## config.mk

```make
export PLATFORM = sky130hd
export DESIGN_NAME = stored_deflate_stream_framer_top_flat
export DESIGN_NICKNAME = d
export VERILOG_FILES = /design/src/rtl/core/fst_pkg.sv /design/src/rtl/core/fst_if.sv /design/src/rtl/core/stored_deflate_stream_framer_top.sv /design/src/rtl/core/fst_front.sv /design/src/rtl/core/fst_queue.sv /design/src/rtl/core/fst_back.sv /design/src/flat_wrapper.sv
export SDC_FILE = /design/constraint.sdc
export NUM_CORES = 1
export LEC_CHECK = 0
export BUFFER_PORTS_ARGS = -buffer_cell sky130_fd_sc_hd__buf_4
export CAP_MARGIN = 20
export CORE_MARGIN = 2
export CORE_UTILIZATION = 55
export CTS_BUF_LIST = sky130_fd_sc_hd__clkbuf_2
export DETAILED_ROUTE_END_ITERATION = 10
export PLACE_DENSITY = 0.83
export SETUP_SLACK_MARGIN = 0.02
export SYNTH_ARGS = -nofsm -noshare
export SYNTH_HDL_FRONTEND = slang
export SYNTH_SLANG_ARGS = --single-unit
```

## constraint.sdc

```tcl
create_clock -name clk -period 20.3 [get_ports clk]
set_input_delay 0 -clock clk [delete_from_list [all_inputs] [get_ports clk]]
set_output_delay 0 -clock clk [all_outputs]
set_load 0.1 [all_outputs]
```

## src/rtl/core/fst_pkg.sv

```systemverilog
// Shared types, constants and byte helpers for the stored-deflate stream framer.
// No dependencies; every module of the block imports this package.
`default_nettype none

package fst_pkg;

    // Wrapper selection as held in the mode register
    localparam logic WRAP_ZLIB = 1'b0;
    localparam logic WRAP_GZIP = 1'b1;

    // Configuration register indexes
    typedef enum logic [0:0] {
        CFG_WRAPPER_MODE   = 1'b0,
        CFG_PAYLOAD_LENGTH = 1'b1
    } cfg_idx_t;

    // Stored block limits and checksum constants
    localparam logic [31:0] STORED_BLOCK_MAX = 32'd65535;
    localparam logic [31:0] CRC_POLY         = 32'hEDB88320;
    localparam logic [31:0] CRC_INIT         = 32'hFFFFFFFF;
    localparam logic [16:0] ADLER_MOD        = 17'd65521;

    // Frame header bytes
    localparam logic [7:0] ZLIB_CMF  = 8'h78;
    localparam logic [7:0] ZLIB_FLG  = 8'h01;
    localparam logic [7:0] GZIP_ID1  = 8'h1f;
    localparam logic [7:0] GZIP_ID2  = 8'h8b;
    localparam logic [7:0] GZIP_CM   = 8'h08;
    localparam logic [7:0] GZIP_OS   = 8'hff;

    // Index of the last byte in each emitted section
    localparam logic [3:0] HDR_LAST_ZLIB = 4'd1;
    localparam logic [3:0] HDR_LAST_GZIP = 4'd9;
    localparam logic [3:0] BLK_LAST      = 4'd4;
    localparam logic [3:0] DAT_LAST      = 4'd0;
    localparam logic [3:0] TRL_LAST_ZLIB = 4'd3;
    localparam logic [3:0] TRL_LAST_GZIP = 4'd7;

    // Command queue depth
    localparam int Q_DEPTH = 4;
    localparam int Q_PTR_W = $clog2(Q_DEPTH);
    localparam int Q_CNT_W = $clog2(Q_DEPTH + 1);

    // Section currently emitted by the back end
    typedef enum logic [1:0] {
        PH_HDR = 2'd0,
        PH_BLK = 2'd1,
        PH_DAT = 2'd2,
        PH_TRL = 2'd3
    } phase_t;

    // Latched configuration seen by the front end
    typedef struct packed {
        logic        mode;
        logic [31:0] length;
    } cfg_t;

    // Sections still to emit for the current command
    typedef struct packed {
        logic hdr;
        logic blk;
        logic dat;
        logic trl;
    } pend_t;

    // One classified item, front to back
    typedef struct packed {
        logic        hdr;
        logic        blk;
        logic        dat;
        logic        trl;
        logic        drop;
        logic        chk_rst;
        logic        mode;
        logic        blk_final;
        logic [15:0] blk_len;
        logic [7:0]  data;
        logic [31:0] isize;
    } cmd_t;

    // Byte idx of the frame header
    function automatic logic [7:0] hdr_byte(input logic mode, input logic [3:0] idx);
        logic [7:0] b;
        b = 8'h00;
        if (mode == WRAP_GZIP) begin
            case (idx)
                4'd0:    b = GZIP_ID1;
                4'd1:    b = GZIP_ID2;
                4'd2:    b = GZIP_CM;
                4'd9:    b = GZIP_OS;
                default: b = 8'h00;
            endcase
        end
        else begin
            b = (idx == 4'd0) ? ZLIB_CMF : ZLIB_FLG;
        end
        return b;
    endfunction

    // Reflected CRC-32 over one byte
    function automatic logic [31:0] crc_byte(input logic [31:0] crc, input logic [7:0] b);
        logic [31:0] c;
        c = crc ^ {24'd0, b};
        for (int k = 0; k < 8; k++) begin
            c = c[0] ? (CRC_POLY ^ (c >> 1)) : (c >> 1);
        end
        return c;
    endfunction

endpackage

`default_nettype wire

```

## src/rtl/core/fst_if.sv

```systemverilog
// Handshake channel interfaces of the framer: payload in, framed stream out, config writes.
// No dependencies.
`default_nettype none

interface fst_in_if;
    logic       valid;
    logic       ready;
    logic [7:0] data_byte;
    logic       empty_payload;

    modport source (output valid, data_byte, empty_payload, input ready);
    modport sink   (input valid, data_byte, empty_payload, output ready);
endinterface

interface fst_out_if;
    logic       valid;
    logic       ready;
    logic [7:0] out_byte;
    logic       last_of_run;
    logic       end_of_stream;
    logic       overrun;

    modport source (output valid, out_byte, last_of_run, end_of_stream, overrun, input ready);
    modport sink   (input valid, out_byte, last_of_run, end_of_stream, overrun, output ready);
endinterface

interface fst_cfg_if;
    logic        valid;
    logic        ready;
    logic        index;
    logic [31:0] wdata;

    modport source (output valid, index, wdata, input ready);
    modport sink   (input valid, index, wdata, output ready);
endinterface

`default_nettype wire

```

## src/rtl/core/stored_deflate_stream_framer_top.sv

```systemverilog
// Top level of the stored-deflate stream framer: config registers, front end,
// command queue and back end. Depends on fst_pkg, fst_if, fst_front, fst_queue, fst_back.
//
//  Channel   Dir  Payload                                         Beat taken when
//  payload   in   data_byte[7:0], empty_payload                   valid && ready
//  stream    out  out_byte[7:0], last_of_run, end_of_stream,      valid && ready
//                 overrun
//  cfg       in   index (0 wrapper_mode, 1 payload_length),       valid && ready
//                 wdata[31:0]
//
// The back end emits one stream byte per cycle while the stream is ready; a plain payload
// byte yields 1 byte, a byte that opens a frame 1 + 2 (zlib) or 10 (gzip) + 5, one that
// opens a stored block 6, the final byte 5 (zlib) or 9 (gzip), an empty frame 11 or 23.
// A four-entry command queue lets payload beats keep arriving while headers and trailers
// drain; a beat passes the queue slot, the command register and the output register.
// Reset is asynchronous, active low; cfg is always ready and takes effect at the next frame.
`default_nettype none

module stored_deflate_stream_framer_top import fst_pkg::*;
(
    input  logic       clk,
    input  logic       rst_n,
    fst_in_if.sink     payload,
    fst_out_if.source  stream,
    fst_cfg_if.sink    cfg
);

    logic        mode_reg;
    logic [31:0] len_reg;
    cfg_t        cfg_val;
    cfg_idx_t    widx;

    logic        q_push;
    logic        q_pop;
    logic        q_full;
    logic        q_nonempty;
    cmd_t        q_cmd;
    cmd_t        q_head;

    // Configuration registers
    assign cfg.ready = 1'b1;
    assign widx      = cfg_idx_t'(cfg.index);

    always_ff @(posedge clk or negedge rst_n)
    begin
        if (!rst_n) begin
            mode_reg <= WRAP_ZLIB;
            len_reg  <= 32'd0;
        end
        else if (cfg.valid && cfg.ready) begin
            case (widx)
                CFG_WRAPPER_MODE:   mode_reg <= cfg.wdata[0];
                CFG_PAYLOAD_LENGTH: len_reg  <= cfg.wdata;
                default:            mode_reg <= mode_reg;
            endcase
        end
    end

    assign cfg_val.mode   = mode_reg;
    assign cfg_val.length = len_reg;

    fst_front u_front (
        .clk     (clk),
        .rst_n   (rst_n),
        .cfg_val (cfg_val),
        .q_full  (q_full),
        .q_push  (q_push),
        .q_cmd   (q_cmd),
        .payload (payload)
    );

    fst_queue u_queue (
        .clk      (clk),
        .rst_n    (rst_n),
        .push     (q_push),
        .push_cmd (q_cmd),
        .pop      (q_pop),
        .full     (q_full),
        .nonempty (q_nonempty),
        .head     (q_head)
    );

    fst_back u_back (
        .clk        (clk),
        .rst_n      (rst_n),
        .q_nonempty (q_nonempty),
        .q_head     (q_head),
        .q_pop      (q_pop),
        .stream     (stream)
    );

    // The frame closes on the last byte of the beat that ends it
    a_eos_closes_run: assert property (@(posedge clk) disable iff (!rst_n)
        stream.valid && stream.end_of_stream |-> stream.last_of_run)
        else $error("end_of_stream without last_of_run");

    // A dropped beat is a single zero byte
    a_overrun_alone: assert property (@(posedge clk) disable iff (!rst_n)
        stream.valid && stream.overrun |->
            stream.last_of_run && !stream.end_of_stream && stream.out_byte == 8'h00)
        else $error("overrun beat malformed");

    // Payload is held off only while the command queue is full
    a_ready_from_queue: assert property (@(posedge clk) disable iff (!rst_n)
        !payload.ready |-> q_full && $past(q_push || !payload.ready))
        else $error("payload stalled with room in queue");

endmodule

`default_nettype wire

```

## src/rtl/core/fst_front.sv

```systemverilog
// Front end: accepts payload beats, tracks frame and block counters, builds commands.
// Depends on fst_pkg and fst_in_if.
`default_nettype none

module fst_front import fst_pkg::*;
(
    input  logic  clk,
    input  logic  rst_n,
    input  cfg_t  cfg_val,
    input  logic  q_full,
    output logic  q_push,
    output cmd_t  q_cmd,
    fst_in_if.sink payload
);

    logic        open_reg,  open_next;
    logic        mode_reg,  mode_next;
    logic [31:0] flen_reg,  flen_next;
    logic [31:0] total_reg, total_next;
    logic [15:0] inblk_reg, inblk_next;

    logic        acc;
    logic [31:0] total_cur;
    logic [31:0] total_dec;
    logic [15:0] inblk_cur;
    logic [15:0] blk_len;
    logic [15:0] inblk_dec;
    logic        need_blk;
    logic        big;

    assign payload.ready = !q_full;
    assign acc           = payload.valid && payload.ready;
    assign q_push        = acc;

    // Counters as seen by this beat
    always_comb
    begin
        total_cur = open_reg ? total_reg : cfg_val.length;
        inblk_cur = open_reg ? inblk_reg : 16'd0;
        need_blk  = (inblk_cur == 16'd0);
        big       = (total_cur > STORED_BLOCK_MAX);
        blk_len   = big ? STORED_BLOCK_MAX[15:0] : total_cur[15:0];
        total_dec = total_cur - 32'd1;
        inblk_dec = (need_blk ? blk_len : inblk_cur) - 16'd1;
    end

    // Classify the beat and derive the next counter state
    always_comb
    begin
        q_cmd      = '0;
        q_cmd.data = payload.data_byte;
        open_next  = open_reg;
        mode_next  = mode_reg;
        flen_next  = flen_reg;
        total_next = total_reg;
        inblk_next = inblk_reg;

        if (payload.empty_payload) begin
            // whole empty frame, abandons any open frame
            q_cmd.hdr       = 1'b1;
            q_cmd.blk       = 1'b1;
            q_cmd.blk_final = 1'b1;
            q_cmd.trl       = 1'b1;
            q_cmd.chk_rst   = 1'b1;
            q_cmd.mode      = cfg_val.mode;
            open_next       = 1'b0;
            mode_next       = cfg_val.mode;
            flen_next       = 32'd0;
            total_next      = 32'd0;
            inblk_next      = 16'd0;
        end
        else if (!open_reg && cfg_val.length == 32'd0) begin
            // nothing expected: drop with overrun flag
            q_cmd.dat  = 1'b1;
            q_cmd.drop = 1'b1;
        end
        else begin
            q_cmd.hdr       = !open_reg;
            q_cmd.chk_rst   = !open_reg;
            q_cmd.mode      = open_reg ? mode_reg : cfg_val.mode;
            q_cmd.isize     = open_reg ? flen_reg : cfg_val.length;
            q_cmd.blk       = need_blk;
            q_cmd.blk_len   = blk_len;
            q_cmd.blk_final = !big;
            q_cmd.dat       = 1'b1;
            q_cmd.trl       = (total_dec == 32'd0);
            open_next       = (total_dec != 32'd0);
            mode_next       = q_cmd.mode;
            flen_next       = q_cmd.isize;
            total_next      = total_dec;
            inblk_next      = (total_dec == 32'd0) ? 16'd0 : inblk_dec;
        end
    end

    // Frame state
    always_ff @(posedge clk or negedge rst_n)
    begin
        if (!rst_n) begin
            open_reg  <= 1'b0;
            mode_reg  <= WRAP_ZLIB;
            flen_reg  <= 32'd0;
            total_reg <= 32'd0;
            inblk_reg <= 16'd0;
        end
        else if (acc) begin
            open_reg  <= open_next;
            mode_reg  <= mode_next;
            flen_reg  <= flen_next;
            total_reg <= total_next;
            inblk_reg <= inblk_next;
        end
    end

endmodule

`default_nettype wire

```

## src/rtl/core/fst_queue.sv

```systemverilog
// Short command queue between the front end and the back end.
// Depends on fst_pkg.
`default_nettype none

module fst_queue import fst_pkg::*;
(
    input  logic clk,
    input  logic rst_n,
    input  logic push,
    input  cmd_t push_cmd,
    input  logic pop,
    output logic full,
    output logic nonempty,
    output cmd_t head
);

    cmd_t               slot_reg [Q_DEPTH];
    logic [Q_PTR_W-1:0] wr_reg, wr_next;
    logic [Q_PTR_W-1:0] rd_reg, rd_next;
    logic [Q_CNT_W-1:0] cnt_reg, cnt_next;

    assign full     = (cnt_reg == Q_CNT_W'(Q_DEPTH));
    assign nonempty = (cnt_reg != '0);
    assign head     = slot_reg[rd_reg];

    // Pointer and count update
    always_comb
    begin
        wr_next  = wr_reg;
        rd_next  = rd_reg;
        cnt_next = cnt_reg;
        if (push) begin
            wr_next = (wr_reg == Q_PTR_W'(Q_DEPTH - 1)) ? '0 : wr_reg + 1'b1;
        end
        if (pop) begin
            rd_next = (rd_reg == Q_PTR_W'(Q_DEPTH - 1)) ? '0 : rd_reg + 1'b1;
        end
        if (push && !pop) begin
            cnt_next = cnt_reg + 1'b1;
        end
        else if (pop && !push) begin
            cnt_next = cnt_reg - 1'b1;
        end
    end

    always_ff @(posedge clk or negedge rst_n)
    begin
        if (!rst_n) begin
            wr_reg  <= '0;
            rd_reg  <= '0;
            cnt_reg <= '0;
        end
        else begin
            wr_reg  <= wr_next;
            rd_reg  <= rd_next;
            cnt_reg <= cnt_next;
        end
    end

    // Storage
    always_ff @(posedge clk)
    begin
        if (push) begin
            slot_reg[wr_reg] <= push_cmd;
        end
    end

endmodule

`default_nettype wire

```

## src/rtl/core/fst_back.sv

```systemverilog
// Back end: walks header, block header, data and trailer sections of each command,
// keeps the running CRC-32 and Adler-32, and drives the output register.
// Depends on fst_pkg and fst_out_if.
`default_nettype none

module fst_back import fst_pkg::*;
(
    input  logic clk,
    input  logic rst_n,
    input  logic q_nonempty,
    input  cmd_t q_head,
    output logic q_pop,
    fst_out_if.source stream
);

    cmd_t        cur_reg;
    pend_t       pend_reg, pend_next;
    logic [3:0]  idx_reg,  idx_next;
    logic [31:0] crc_reg,  crc_next;
    logic [15:0] alo_reg,  alo_next;
    logic [15:0] ahi_reg,  ahi_next;

    logic        ovld_reg;
    logic [7:0]  obyte_reg;
    logic        olast_reg;
    logic        oeos_reg;
    logic        oovr_reg;

    phase_t      phase;
    pend_t       pend_left;
    logic        busy;
    logic [3:0]  plast;
    logic        phase_end;
    logic        cmd_last;
    logic        adv;
    logic        upd;
    logic [7:0]  byte_val;
    logic [31:0] crc_fin;
    logic [16:0] lo_sum;
    logic [16:0] lo_mod;
    logic [16:0] hi_sum;
    logic [16:0] hi_mod;

    // Current section from the pending flags
    always_comb
    begin
        busy      = pend_reg.hdr | pend_reg.blk | pend_reg.dat | pend_reg.trl;
        pend_left = pend_reg;
        if (pend_reg.hdr) begin
            phase         = PH_HDR;
            pend_left.hdr = 1'b0;
        end
        else if (pend_reg.blk) begin
            phase         = PH_BLK;
            pend_left.blk = 1'b0;
        end
        else if (pend_reg.dat) begin
            phase         = PH_DAT;
            pend_left.dat = 1'b0;
        end
        else begin
            phase         = PH_TRL;
            pend_left.trl = 1'b0;
        end

        case (phase)
            PH_HDR:  plast = (cur_reg.mode == WRAP_GZIP) ? HDR_LAST_GZIP : HDR_LAST_ZLIB;
            PH_BLK:  plast = BLK_LAST;
            PH_DAT:  plast = DAT_LAST;
            PH_TRL:  plast = (cur_reg.mode == WRAP_GZIP) ? TRL_LAST_GZIP : TRL_LAST_ZLIB;
            default: plast = DAT_LAST;
        endcase
        phase_end = (idx_reg == plast);
        cmd_last  = phase_end && (pend_left == '0);
    end

    // Handshake with the queue and the output register
    assign adv   = busy && (!ovld_reg || stream.ready);
    assign q_pop = q_nonempty && (!busy || (adv && cmd_last));
    assign upd   = adv && (phase == PH_DAT) && !cur_reg.drop;

    // Byte selection
    always_comb
    begin
        crc_fin  = ~crc_reg;
        byte_val = 8'h00;
        case (phase)
            PH_HDR:
            begin
                byte_val = hdr_byte(cur_reg.mode, idx_reg);
            end
            PH_BLK:
            begin
                case (idx_reg)
                    4'd0:    byte_val = {7'd0, cur_reg.blk_final};
                    4'd1:    byte_val = cur_reg.blk_len[7:0];
                    4'd2:    byte_val = cur_reg.blk_len[15:8];
                    4'd3:    byte_val = ~cur_reg.blk_len[7:0];
                    4'd4:    byte_val = ~cur_reg.blk_len[15:8];
                    default: byte_val = 8'h00;
                endcase
            end
            PH_DAT:
            begin
                byte_val = cur_reg.drop ? 8'h00 : cur_reg.data;
            end
            PH_TRL:
            begin
                if (cur_reg.mode == WRAP_GZIP) begin
                    case (idx_reg)
                        4'd0:    byte_val = crc_fin[7:0];
                        4'd1:    byte_val = crc_fin[15:8];
                        4'd2:    byte_val = crc_fin[23:16];
                        4'd3:    byte_val = crc_fin[31:24];
                        4'd4:    byte_val = cur_reg.isize[7:0];
                        4'd5:    byte_val = cur_reg.isize[15:8];
                        4'd6:    byte_val = cur_reg.isize[23:16];
                        4'd7:    byte_val = cur_reg.isize[31:24];
                        default: byte_val = 8'h00;
                    endcase
                end
                else begin
                    case (idx_reg)
                        4'd0:    byte_val = ahi_reg[15:8];
                        4'd1:    byte_val = ahi_reg[7:0];
                        4'd2:    byte_val = alo_reg[15:8];
                        4'd3:    byte_val = alo_reg[7:0];
                        default: byte_val = 8'h00;
                    endcase
                end
            end
            default: byte_val = 8'h00;
        endcase
    end

    // Section walk and command load
    always_comb
    begin
        pend_next = pend_reg;
        idx_next  = idx_reg;
        if (q_pop) begin
            pend_next.hdr = q_head.hdr;
            pend_next.blk = q_head.blk;
            pend_next.dat = q_head.dat;
            pend_next.trl = q_head.trl;
            idx_next      = 4'd0;
        end
        else if (adv) begin
            if (phase_end) begin
                pend_next = pend_left;
                idx_next  = 4'd0;
            end
            else begin
                idx_next = idx_reg + 4'd1;
            end
        end
    end

    // Running checksums; a new frame clears them
    always_comb
    begin
        lo_sum   = {1'b0, alo_reg} + {9'd0, cur_reg.data};
        lo_mod   = (lo_sum >= ADLER_MOD) ? lo_sum - ADLER_MOD : lo_sum;
        hi_sum   = {1'b0, ahi_reg} + lo_mod;
        hi_mod   = (hi_sum >= ADLER_MOD) ? hi_sum - ADLER_MOD : hi_sum;
        crc_next = crc_reg;
        alo_next = alo_reg;
        ahi_next = ahi_reg;
        if (q_pop && q_head.chk_rst) begin
            crc_next = CRC_INIT;
            alo_next = 16'd1;
            ahi_next = 16'd0;
        end
        else if (upd) begin
            crc_next = crc_byte(crc_reg, cur_reg.data);
            alo_next = lo_mod[15:0];
            ahi_next = hi_mod[15:0];
        end
    end

    always_ff @(posedge clk or negedge rst_n)
    begin
        if (!rst_n) begin
            pend_reg <= '0;
            idx_reg  <= 4'd0;
            crc_reg  <= CRC_INIT;
            alo_reg  <= 16'd1;
            ahi_reg  <= 16'd0;
            ovld_reg <= 1'b0;
        end
        else begin
            pend_reg <= pend_next;
            idx_reg  <= idx_next;
            crc_reg  <= crc_next;
            alo_reg  <= alo_next;
            ahi_reg  <= ahi_next;
            if (adv) begin
                ovld_reg <= 1'b1;
            end
            else if (stream.ready) begin
                ovld_reg <= 1'b0;
            end
        end
    end

    // Command and output payload
    always_ff @(posedge clk)
    begin
        if (q_pop) begin
            cur_reg <= q_head;
        end
        if (adv) begin
            obyte_reg <= byte_val;
            olast_reg <= cmd_last;
            oeos_reg  <= (phase == PH_TRL) && phase_end;
            oovr_reg  <= (phase == PH_DAT) && cur_reg.drop;
        end
    end

    assign stream.valid         = ovld_reg;
    assign stream.out_byte      = obyte_reg;
    assign stream.last_of_run   = olast_reg;
    assign stream.end_of_stream = oeos_reg;
    assign stream.overrun       = oovr_reg;

endmodule

`default_nettype wire
```

## src/flat_wrapper.sv

```systemverilog
// flat-port wrapper written by rule: the top's interface ports become plain ports
module stored_deflate_stream_framer_top_flat import fst_pkg::*;
  (clk, rst_n, payload_valid, payload_data_byte, payload_empty_payload, payload_ready, stream_valid, stream_out_byte, stream_last_of_run, stream_end_of_stream, stream_overrun, stream_ready, cfg_valid, cfg_index, cfg_wdata, cfg_ready);
  fst_in_if payload_i ();
  fst_out_if stream_i ();
  fst_cfg_if cfg_i ();
  input  logic clk;
  input  logic rst_n;
  input wire logic [$bits(payload_i.valid)-1:0] payload_valid;
  input wire logic [$bits(payload_i.data_byte)-1:0] payload_data_byte;
  input wire logic [$bits(payload_i.empty_payload)-1:0] payload_empty_payload;
  output wire logic [$bits(payload_i.ready)-1:0] payload_ready;
  output wire logic [$bits(stream_i.valid)-1:0] stream_valid;
  output wire logic [$bits(stream_i.out_byte)-1:0] stream_out_byte;
  output wire logic [$bits(stream_i.last_of_run)-1:0] stream_last_of_run;
  output wire logic [$bits(stream_i.end_of_stream)-1:0] stream_end_of_stream;
  output wire logic [$bits(stream_i.overrun)-1:0] stream_overrun;
  input wire logic [$bits(stream_i.ready)-1:0] stream_ready;
  input wire logic [$bits(cfg_i.valid)-1:0] cfg_valid;
  input wire logic [$bits(cfg_i.index)-1:0] cfg_index;
  input wire logic [$bits(cfg_i.wdata)-1:0] cfg_wdata;
  output wire logic [$bits(cfg_i.ready)-1:0] cfg_ready;
  assign payload_i.valid = payload_valid;
  assign payload_i.data_byte = payload_data_byte;
  assign payload_i.empty_payload = payload_empty_payload;
  assign payload_ready = payload_i.ready;
  assign stream_valid = stream_i.valid;
  assign stream_out_byte = stream_i.out_byte;
  assign stream_last_of_run = stream_i.last_of_run;
  assign stream_end_of_stream = stream_i.end_of_stream;
  assign stream_overrun = stream_i.overrun;
  assign stream_i.ready = stream_ready;
  assign cfg_i.valid = cfg_valid;
  assign cfg_i.index = cfg_index;
  assign cfg_i.wdata = cfg_wdata;
  assign cfg_ready = cfg_i.ready;
  stored_deflate_stream_framer_top u_core (.clk(clk), .rst_n(rst_n), .payload(payload_i), .stream(stream_i), .cfg(cfg_i));
endmodule
```

Yosys cells after proc, flatten, opt, wreduce, memory -nomap -nowiden
Memory sizes are Yosys's and may differ from the RTL's.
Index checks and enable logic that the tools add are counted.

word-level totals
  register bits after elaboration = 265
  memory bits (writable) = 256
  bits of input ports = 47
  output and inout port bits = 14
  logic and storage cells = 193
  memories = 1

memory list
  name                     depth  width  rd ports  clocked after Yosys merged registers in  write ports  RTL line         source
  u_core.u_queue.slot_reg  4      64     1         0                                        1            fst_queue.sv:17  cmd_t slot_reg [Q_DEPTH];

cells by class
  add/subtract/negate cells = 11
  magnitude comparators = 3
  eq/ne operators = 16
  multiplexer cells = 77
  bitwise operators = 16
  reduce and logical (&&, ||, !) cells = 40

operator list
  operator                count
  $mux 32                 18
  $mux 16                 12
  $not 13->14             8
  $pmux 8 s4              3
  $logic_not 32->1        2
  $pmux 8 s8              1
  $pmux 8 s5              1
  $ge 17x16->1 const B    2
  $gt 32x16->1 const B    1
  $not 32->32             1
  $reduce_bool 32->1      1
  $sub 32x1->32 const B   1
  $xor 32x8->32           1
  $mux 4                  7
  $mux 8                  3
  $mux 19                 1
  $add 16x17->17          1
  $add 16x8->17           1
  $mux 17                 1
  $sub 17x16->17 const B  1
  $eq 4x3->1 const B      4
  $logic_not 16->1        1
  $mux 1                  16
  $not 8->8               2
  28 further kinds        73

Depth between registers and ports, before layout
  word-level depth = 19
  gate-level depth with buffers = 25
  mapped depth without buffers = 22

Cells and area by module
From an unflattened synthesis, not the netlist that was laid out.

second synthesis, totals
  cell total of the unflattened synthesis = 2220
  area, all modules = 26840.7 um^2

modules (own cells, without submodules)
  module                            instances  cells an instance  area each (um^2)
  fst_back                          1          1033               9738.1
  fst_queue                         1          371                9646.8
  fst_front                         1          743                6057.1
  stored_deflate_stream_framer_top  1          73                 1398.8

Worst setup path after synthesis
OpenSTA, ideal clock, no wires.

  kind = register to register
  start = reg u_core.u_back.cur_reg[32] in the netlist's numbering
  end = reg u_core.u_back.ahi_reg[10]
  data arrival time = 6.370 ns
  setup slack = 13.811 ns
  cell stages (with the launch flop) = 25
  buffers on the path = 2
  cell sequence = edfxtp_1 ha_1 fa_1 a211oi_2 o211ai_1 and2_1 clkbuf_1 or3_1 a211o_1 o31ai_2 o21ai_1 nor3_1 nor2_1 ha_1 nand3_1 a211o_1 and3_1 xnor2_1 or2_0 or4_4 or3_1 buf_6 a2111oi_2 xnor2_1 o21ba_1

on the way
  cells in the longest elaborated chain, start to end = 8

ends and longest elaborated chain
  item                                                   RTL line         source
  start: declaration                                     fst_back.sv:16   cmd_t cur_reg;
  start signal: assignment                               fst_back.sv:210  cur_reg <= q_head;
  $add 16x8->17 (*)                                      fst_back.sv:162  lo_sum = {1'b0, alo_reg} + {9'd0, cur_reg.data};
  $sub 17x16->17 / $ge 17x16->1 (equally long branches)  fst_back.sv:163  lo_mod = (lo_sum >= ADLER_MOD) ? lo_sum - ADLER_MOD : lo_sum;
  $mux 17 (*)                                            fst_back.sv:163
  $add 16x17->17 (*)                                     fst_back.sv:164  hi_sum = {1'b0, ahi_reg} + lo_mod;
  $sub 16x16->16 / $ge 17x16->1 (equally long branches)  fst_back.sv:165  hi_mod = (hi_sum >= ADLER_MOD) ? hi_sum - ADLER_MOD : hi_sum;
  $mux 16 (*)                                            fst_back.sv:165
  $mux 16 (*)                                            fst_back.sv:174  else if (upd) begin
  $mux 16 (*)                                            fst_back.sv:169  if (q_pop && q_head.chk_rst) begin
  end signal: assignment                                 fst_back.sv:196  ahi_reg <= ahi_next;
  end: declaration                                       fst_back.sv:21   logic [15:0] ahi_reg, ahi_next;

Mark *: on every way between the ends. The rest lies on a longest branch, timed or not. The select of a mux whose other input is x is not followed.
A chain may end at the register's enable or synchronous reset.

Worst setup path after layout
Same ends and word-level chain as after synthesis.

==> results.md <==
- Synth Net Count: around 2100
- Status: finished clean
- Die Wd: approximately 220 um
- Fin nets: about 2400
- Routability cong.: 0.939
- Slew @ Worst Pin: between 1000 and 1500 ps
- Min-Delay Startpoint: payload_data_byte[0]
- Max clock buf depth: 3
- Tcrit/Tclk final: 36.8%
- Post-synth top area cell: edfxtp_1
- Switching power: approximately 2.2 mW
- Worst Hold Class: in -> reg
- Worst r2r src: u_core.u_back.cur_reg[32]
- Power per cell area: about 170 nW/um^2
- # rows: 78
- PortBufs: 59
- GR Util met2: 48.2%
- Sequential area share after synthesis: a little under three fifths
- Reg2reg setup slack: between 10000 and 15000 ps
- Largest register FFs: about 250
- Synth cell types: 88
- H-tree depth: 4
- Synthesized area per cell: between 10 and 15 sq um
- Vias in the first global route: 18900
- Post-placement cell count: about 2600
- Final antenna-violating net count: 0
- FMAX: around 130 MHz
- Clock Tree Root: clkbuf_2
- Initial detailed-routing violation count: ~2300
- Setup violators final: 0
- First drt pass iteration count: 8
- Cell Int Power: between 2 and 3 mW
- Die area: about 48000 sq um
- Grt ovf: 0
- Met1 Usage GRT: 36.8%
- Synth Area in Adders: under 10%
- CP required: 21430 ps
- Worst slew margin: 23.0%
- Yosys top cell area share: between 30% and 40%
- Skew-Pair Late Insertion Delay: roughly 1400 ps
- Layout cells sized above 1: between 20% and 30%
- CP arrival: between 8000 and 9000 ps
- Crit path launch type: flop
- Leak: about 11 nW
- Switching Share: a little over two fifths
- Non-Filler Instances: 2988
- Vias per cell: 6.22
- Critical path endpoint: u_core.u_back.ahi_reg[10]
- Initial antenna violation count: 1
- Die Span Y: roughly 220 um
- Synth top area cells: edfxtp_1 38%, dfrtp_1 16%, mux4_2 5.6%
- CTS buffer count: 132
- DRC Markers: 0
- Post-CTS setup buffers: 0
- Clock-pin slew on the worst setup and hold paths: 120 ps
- Final Hold Vio Count: 0
- Vias: between 15000 and 20000
- Top FF cell, synth: edfxtp_1
- Synthesized area: between 20000 and 30000 sq um
- Yosys warns: 0
- Simple-gate share of the synthesized area: 10.0%
- Global-route met3 utilization: 6.71%
- Post-synthesis compound-gate area fraction: a little over an eighth
- Post-synthesis mux area share: 8.67%
- Async SR Flop Fraction: 37.7%
- Layout area overhead: 14.3%
- I/O Pins: 61
- Critical R2R Capture: u_core.u_back.ahi_reg[10]
- Worst R2R Path Depth: 22
- Gate power share: a little under 50%
- TritonCTS clock tree: done
- Mapped Cells: between 2000 and 2500
- Critical Path Start: u_core.u_back.cur_reg[32]
- WL per Instance: around 23 um
- Post-synth EDFFs: ~320
- Critical path class: reg -> reg
- Final min period: approximately 7500 ps
- First-pass GRT wire length: around 110000 um
- Final HPWL DP: roughly 43000 um
- Crit path capture type: flop
- Largest net degree at the start of global routing: about 80
- CP max FO: 9
- Max Cap Viol: 0
- Core area: between 40000 and 50000 sq um
- Num Clock Sinks: 517
- Worst Skew: roughly 120 ps
- Max-slew violation count: 0
- Area share of xor/xnor cells in the synthesized design: roughly 5.7%
- Fill cells: around 3300
- Clock Power Share: 15.7%
- Largest family of logic cells by synthesized area: compound AO/OA/AOI/OAI gates
- Unrepaired setup endpoints after global routing: false
- Sequential Power Share: a little over a third
- Tot GR Track Use: between 20 and 30%
- Setup tns final: 0 ps
- Maximum VDD drop: between 100 and 150 uV
- Gr busiest metal: met2
- Register bit count reported by yosys: a little over 500
- Routed WL: 68400 um
- Initial core utilization: approximately 56%
==> power groups by stage <==
stage	Sequential [mW]	Combinational (mW)	Clock, mW
2_1_floorplan	1.75	1.78	0
3_3_place_gp	1.77	2.34	0
3_5_place_dp	1.79	2.37	0
4_1_cts	1.76	2.42	0.796
5_1_grt	1.80	2.66	0.857
6_report	1.77	2.45	0.785
==> metal layers <==
metal | vias up | share of wire, %
met5 | - | 0
met4 | 0 | 4.7
met3 | 241 | 7.4
met2 | 947 | 49
met1 | 9098 | 39
li1 | 8298 | -
==> timing repair <==
action,CTS,global route
hold buffers,133,0
hold endpoints to repair,782,0
gates resized for setup,0,0
==> synthesized netlist by cell type, drive strengths merged (9+ instances only) <==
library cell,number
edfxtp,322
dfrtp,162
nand2,160
nor2,126
a21oi,109
xnor2,106
o21ai,95
clkbuf,78
a22o,76
mux4,63
xor2,60
o211ai,51
ha,46
inv,45
nor3,41
mux2,39
buf,38
nand3,37
mux2i,35
dfstp,33
a31oi,24
nor2b,23
nor4,21
nand2b,17
a21o,16
nor3b,15
and2,14
a211oi,13
nand4,13
or2,13
a221oi,12
and3,11
o31ai,11
or3,10
a222oi,9
==> per-stage QoR <==
step / power [mW] / cell area, sq um / hold WS (ps) / setup WS (ps) / utilization (%)
global placement: 4.11 / 26400 / 22.6 / 13190 / 58.0
detailed placement: 4.16 / 26400 / 29.4 / 13120 / 58.0
global route: 5.31 / 29100 / 62.1 / 12460 / 64.0
floorplan: 3.53 / 25500 / -296 / 13810 / -
finish: 5.01 / 29200 / 113 / 12820 / 64.0
CTS: 4.98 / 29100 / 9.72 / 12960 / 64.0
==> final cells by class <==
cell class              count  area (sq um)  area share (%)
well taps                 600           751            2.58
multi-input cells        1365         10300            35.3
clock buffers             196           981            3.36
repair buffers            218          1990            6.84
diodes                      2          5.00          0.0172
clock inverters            45           374            1.28
inverters                  45           169           0.579
flip-flops and latches    517         14600            50.1
==> cell families (layout without fill, tap and decap cells) <==
logic type,Yosys count,after routing
and+or+nand+nor,521,521
DFF,517,517
AOI/OAI and AO/OA,491,491
xor gates and xnor gates,166,166
buffers and inverters,161,504
muxes,137,137
adders and majority gates,49,49
other,1,3
==> cells in the final DEF, fill, tap and decap left out, types with 10 or more instances in the layout <==
cell type,count
edfxtp_1,322
clkbuf_2,196
nand2_1,159
dfrtp_1,159
dlygate4sd3_1,132
nor2_1,125
a21oi_1,108
xnor2_1,106
buf_4,84
o21ai_0,77
a22o_1,76
mux4_2,63
xor2_1,60
o211ai_1,50
ha_1,46
inv_1,45
nor3_1,41
mux2_2,39
nand3_1,37
mux2i_1,34
dfstp_2,33
clkinv_1,24
nor2b_1,23
a31oi_1,23
o21ai_1,18
a21o_1,16
nand2b_1,16
nor4_1,16
nor3b_1,15
and2_1,14
nand4_1,13
a211oi_1,11
a221oi_1,11
or3_1,10
==> critical path, stage by stage (launching register included) <==
cell	delay, ps
edfxtp_1	450
ha_1	270
fa_1	430
a211oi_2	290
o211ai_1	160
and2_1	250
or3_1	440
a211o_1	250
o31ai_2	520
o21ai_1	270
nor3_1	530
nor2_1	120
ha_1	360
a21oi_1	460
nand3_1	150
a311o_1	350
o211ai_2	100
o21ai_1	120
or4_4	520
or3_1	470
a2111oi_2	440
xnor2_1	120
o21ba_1	180
==> how the worst min path moves through the flow <==
stage,to,slack [ps],depth (start not counted)
final,u_core.u_queue.slot_reg[0][32],110,3
after detailed placement,u_core.u_queue.rd_reg[0],30,1
after floorplan,u_core.len_reg[0],-300,0
after CTS,u_core.u_queue.slot_reg[0][32],10,3
after global routing,u_core.u_queue.slot_reg[0][34],60,3
after global placement,u_core.u_back.alo_reg[6],20,1
No activity file was read; power rests on OpenSTA's default activity.
